==> config.mk <==
export PLATFORM = sky130hd
export DESIGN_NAME = nwrl_ctrl
export DESIGN_NICKNAME = d
export VERILOG_FILES = /design/src/hdl/nwrl_pkg.sv /design/src/hdl/nwrl_ctrl.sv
export SDC_FILE = /design/constraint.sdc
export NUM_CORES = 1
export LEC_CHECK = 0
export ABC_AREA = 0
export BUFFER_PORTS_ARGS = -buffer_cell sky130_fd_sc_hd__buf_4
export CAP_MARGIN = 20
export CORE_AREA = 10 10 47 49
export DETAILED_ROUTE_END_ITERATION = 12
export DIE_AREA = 0 0 57 59
export HOLD_SLACK_MARGIN = 0.15
export PLACE_DENSITY = 0.43
export REMOVE_ABC_BUFFERS = 1
export SLEW_MARGIN = 15
export SYNTH_ARGS = -nofsm -noshare
export SYNTH_HDL_FRONTEND = slang
export SYNTH_SLANG_ARGS = --single-unit
export TNS_END_PERCENT = 100
==> constraint.sdc <==
create_clock -name clock -period 1.45 [get_ports clock]
set_clock_uncertainty 0.1 [all_clocks]
set_input_delay 0.0725 -clock clock [delete_from_list [all_inputs] [get_ports clock]]
set_output_delay 0.0725 -clock clock [all_outputs]
set_load 0.01 [all_outputs]
==> src/hdl/nwrl_pkg.sv <==
`timescale 1ns / 1ps
// ----------------------------------------------------------------------------
// nwrl_pkg : shared types for the NAT wildcard rule lookup core
// Request and match codes, controller states, rule entry layouts and the
// command and status words between controller and datapath.
// ----------------------------------------------------------------------------
package nwrl_pkg;

   localparam int unsigned IP_W   = 32;
   localparam int unsigned PORT_W = 16;

   typedef enum logic [1:0] {
      REQ_INSERT = 2'd0,
      REQ_LOOKUP = 2'd1,
      REQ_CLEAR  = 2'd2,
      REQ_NONE   = 2'd3
   } req_op_type;

   typedef enum logic [1:0] {
      MATCH_NONE  = 2'd0,
      MATCH_EXACT = 2'd1,
      MATCH_ADDR  = 2'd2,
      MATCH_PORT  = 2'd3
   } match_kind_type;

   typedef enum logic [2:0] {
      ST_INIT,
      ST_IDLE,
      ST_SCAN,
      ST_DRAIN,
      ST_DECIDE,
      ST_CLEAR,
      ST_RESP
   } state_type;

   // key store entry: valid flag kept alongside the key
   typedef struct packed {
      logic              valid;
      logic [IP_W-1:0]   ip;
      logic [PORT_W-1:0] port;
      logic              ip_any;
      logic              port_any;
   } key_entry_type;

   typedef struct packed {
      logic [IP_W-1:0]   ip;
      logic [PORT_W-1:0] port;
   } target_type;

   // controller -> datapath
   typedef struct packed {
      logic load;    // capture request word, clear flags and address
      logic step;    // read key entry at scan address, advance
      logic sweep;   // invalidate key entry at scan address, advance
      logic commit;  // apply insert write or issue target read
   } cmd_type;

   // datapath -> controller
   typedef struct packed {
      logic last;    // scan address is on the final entry
   } sts_type;

endpackage

==> src/hdl/nwrl_ctrl.sv <==
`timescale 1ns / 1ps
// ----------------------------------------------------------------------------
// nwrl_ctrl : request sequencer
// Dispatches a request word, runs the scan or clearing sweep and raises the
// response strobe for one cycle.
// ----------------------------------------------------------------------------
module nwrl_ctrl (
   input  logic               clock,
   input  logic               reset,
   input  logic               start,
   input  logic [1:0]         req_type,
   input  logic               both_any,
   input  nwrl_pkg::sts_type  sts,
   output nwrl_pkg::cmd_type  cmd,
   output logic               busy,
   output logic               rsp_valid
);

   nwrl_pkg::state_type state_ff, state_in;

   always_ff @(posedge clock) begin
      if (reset) begin
         state_ff <= nwrl_pkg::ST_INIT;
      end else begin
         state_ff <= state_in;
      end
   end

   always_comb begin
      state_in  = state_ff;
      cmd       = '0;
      busy      = reset || (state_ff != nwrl_pkg::ST_IDLE);
      rsp_valid = (state_ff == nwrl_pkg::ST_RESP);
      case (state_ff)
         nwrl_pkg::ST_INIT: begin
            cmd.sweep = 1'b1;
            if (sts.last) state_in = nwrl_pkg::ST_IDLE;
         end
         nwrl_pkg::ST_IDLE: begin
            if (start) begin
               cmd.load = 1'b1;
               case (req_type)
                  nwrl_pkg::REQ_INSERT:
                     state_in = both_any ? nwrl_pkg::ST_RESP : nwrl_pkg::ST_SCAN;
                  nwrl_pkg::REQ_LOOKUP: state_in = nwrl_pkg::ST_SCAN;
                  nwrl_pkg::REQ_CLEAR:  state_in = nwrl_pkg::ST_CLEAR;
                  default:              state_in = nwrl_pkg::ST_RESP;
               endcase
            end
         end
         nwrl_pkg::ST_SCAN: begin
            cmd.step = 1'b1;
            if (sts.last) state_in = nwrl_pkg::ST_DRAIN;
         end
         nwrl_pkg::ST_DRAIN:  state_in = nwrl_pkg::ST_DECIDE;
         nwrl_pkg::ST_DECIDE: begin
            cmd.commit = 1'b1;
            state_in   = nwrl_pkg::ST_RESP;
         end
         nwrl_pkg::ST_CLEAR: begin
            cmd.sweep = 1'b1;
            if (sts.last) state_in = nwrl_pkg::ST_RESP;
         end
         nwrl_pkg::ST_RESP:   state_in = nwrl_pkg::ST_IDLE;
         default:             state_in = nwrl_pkg::ST_INIT;
      endcase
   end

endmodule

==> metrics <==
status complete, no violations; row count 14; largest cells by area after synthesis dfxtp_1 23%, a21oi_1 7.7%, nor2b_1 7.2%, o32ai_2 6.2%, a211oi_1 5.7%; DRT Pass-1 Iters 4; top post-synthesis cells by count 4 x a21oi_1, 3 x dfxtp_1, 3 x nor2_1, 3 x nor2b_1; internal power 0.280 mW; Levels on crit path 3; CP bufs+invs 2; Post-synth EDFFs 0; fin crit share 95.4%; Peak VDD IR 358 uV; full die area around 0.0034 sq mm; final hold slack 0.186 ns; H-tree levels 1; leak pwr between 0.15 and 0.2 nW; mux contribution to synthesized area 0%; ant diodes 0; Starting DRT DRC Count 6; RSZ-0062 raised after global routing false; critical path capture point type primary output; post-route antenna net violation count 0; crit-path max FO 5; maximum clock rate 0.723 GHz; chip width 57 um; CTS clk-pin slew, worst paths 0.04 ns; most frequent cell after synthesis a21oi_1; setup TNS 0 ns; simple-gate area share of the yosys netlist 32.5%; WL/cell 11.5 um; Net Sw Power 0.122 mW; Routability Congestion between 0.7 and 0.8; crit path kind in -> out; Worst-Margin Slew 0.303 ns; Top reg by flops state_ff; max-cap violations 0; Post-DP HPWL 603 um; largest net degree at the start of global routing 11; R2R Setup Slk ~0.27 ns; fraction of layout cells with a size suffix above 1 a little under two fifths; CP cell instances dlygate4sd3_1, or3_1, buf_4; DP Worst Slack 0.295 ns; gr ovfl total 0; wirelength, routed 791 um; post-synthesis cell type count 20; min-delay worst type in -> reg; TritonCTS clock tree yes; Worst Path Arrival between 1 and 1.5 ns; Syn Inst Count 33; worst setup margin ~0.067 ns; initial antenna violation count 0; Worst R2R Path Depth 3; top flop regs state_ff x3; largest stage delay on the critical path 0.61 ns; Sequential Power Share 26.2%; vias 312; overall routing resource usage 5.66%; critical path required time between 1 and 1.5 ns; adder-cell share of the synthesized area 0%; crit start category input port; sw frac 30.4%; DRC viols 0; Hold Path Depth 4; Final Hold Vio Count 0; core region area 0.00140 sq mm; PwrDens 912 mW/mm^2; CTS root buffer clkbuf_4; starting density of the core 18.7%; largest family of logic cells by synthesized area simple AND/OR/NAND/NOR gates; via/cell ratio 4.52; Slew Limit Headroom 79.8%; Die Ht 59 um; fillers about 170; # setup viols final 0; FF+latch count, synth 3; crit-path leading delay family buffers and inverters; Seq/Total Area, Yosys 23.0%; number of buffers created by CTS 3; part of the power in the clock network 36.8%; fraction of registers with async set/reset 0%; slowest cell on the critical path dlygate4sd3_1; num ports 13; synth-to-layout area growth 68.4%; Yosys Warn Count 0; clock latency on the worst-skew pair 0.23 ns; ys flop type dfxtp_1; clock tree buffer depth 2; min Tclk post-route 1.38 ns; vias in the first global route 350; combinational share of power 37.0%; post-synth top area cell dfxtp_1; CTS sink cnt 3; XOR/XNOR Fraction of Synth Area 6.70%; Synth Cell Area 262 sq um; IO Port Bufs 12; Slew Viols, Final 0; first-pass GRT wire length 1470 um; Final #Nets 61; share of Yosys cell area claimed by the top area cell type 23.0%; compound-cell area share of the yosys netlist 28.7%; syn_area_per_cell a little under 8 sq um; Largest register FFs 3
[worst paths after layout]
path,endpoint,start
setup / recovery,busy,reset
hold reg to reg,state_ff[0]$_SDFFE_PP0P_,state_ff[0]$_SDFFE_PP0P_
setup reg to reg,state_ff[0]$_SDFFE_PP0P_,state_ff[2]$_SDFFE_PP0P_
hold / removal,state_ff[2]$_SDFFE_PP0P_,both_any
[per-stage QoR]
step                cell area, sq um  utilization (%)  std cells  power [mW]
floorplan                        238                -         30       0.178
global placement                 370             26.4         61       0.249
detailed placement               370             26.4         61       0.248
CTS                              447             31.9         70       0.409
global route                     440             31.4         69       0.437
finish                           440             31.4         69       0.402
[power by group through the flow]
| stage | clock [mW] | combinational (mW) | sequential (mW) |
|---|---|---|---|
| floorplan | 0 | 0.0636 | 0.114 |
| global placement | 0 | 0.144 | 0.105 |
| detailed placement | 0 | 0.143 | 0.105 |
| CTS | 0.151 | 0.153 | 0.104 |
| global route | 0.160 | 0.169 | 0.107 |
| finish | 0.148 | 0.149 | 0.105 |
[routing by layer]
metal / global-route usage (%) / vias to the layer above / part of all wire [%]
met2: 8.37 / 12 / 53
met1: 5.47 / 143 / 39
met5: 0 / - / 0
met3: 2.15 / 0 / 7.7
li1: - / 157 / -
met4: 7.05 / 0 / 0
[timing repair]
item | CTS | global route
setup buffers | 0 | 0
hold buffers | 5 | 0
setup endpoints to repair | 0 | 1
gates resized for setup | 0 | 1
hold endpoints to repair | 3 | 0
[logic make-up (layout without fill, tap and decap cells)]
family / after synthesis / after routing
AO/OA/AOI/OAI: 11 / 11
buffers and inverters: 3 / 23
AND/OR/NAND/NOR: 14 / 14
XOR/XNOR: 2 / 2
flip-flops: 3 / 3
[area by class of cell]
cell class	instances	area (sq um)	share of cell area, %
repair buffers	19	155	35.2
clock buffers	4	26.3	5.97
flip-flops and latches	3	61.3	13.9
well taps	16	20.0	4.55
multi-input cells	27	178	40.3
[worst reg2reg max path: stages, from the launching register on]
cell,delay [ns]
dfxtp_1,0.49
nand2b_2,0.21
o21ai_1,0.07
a211oi_1,0.22
[placed cells by master (no fill, tap or decap)]
| master | instances |
|---|---|
| nand2b_2 | 1 |
| a211oi_1 | 2 |
| xor2_1 | 1 |
| nand2_1 | 1 |
| a21oi_1 | 4 |
| or3_1 | 1 |
| o21ai_1 | 1 |
| nand2b_1 | 2 |
| o21ai_0 | 2 |
| dlygate4sd3_1 | 5 |
| clkbuf_1 | 1 |
| xnor2_1 | 1 |
| clkbuf_4 | 3 |
| dfxtp_1 | 2 |
| a211o_1 | 1 |
| and3b_1 | 1 |
| nor3b_1 | 2 |
| o32ai_2 | 1 |
| dfxtp_2 | 1 |
| nor2_1 | 3 |
| buf_4 | 14 |
| nor2b_1 | 3 |
(Power assumes the default switching activity.)
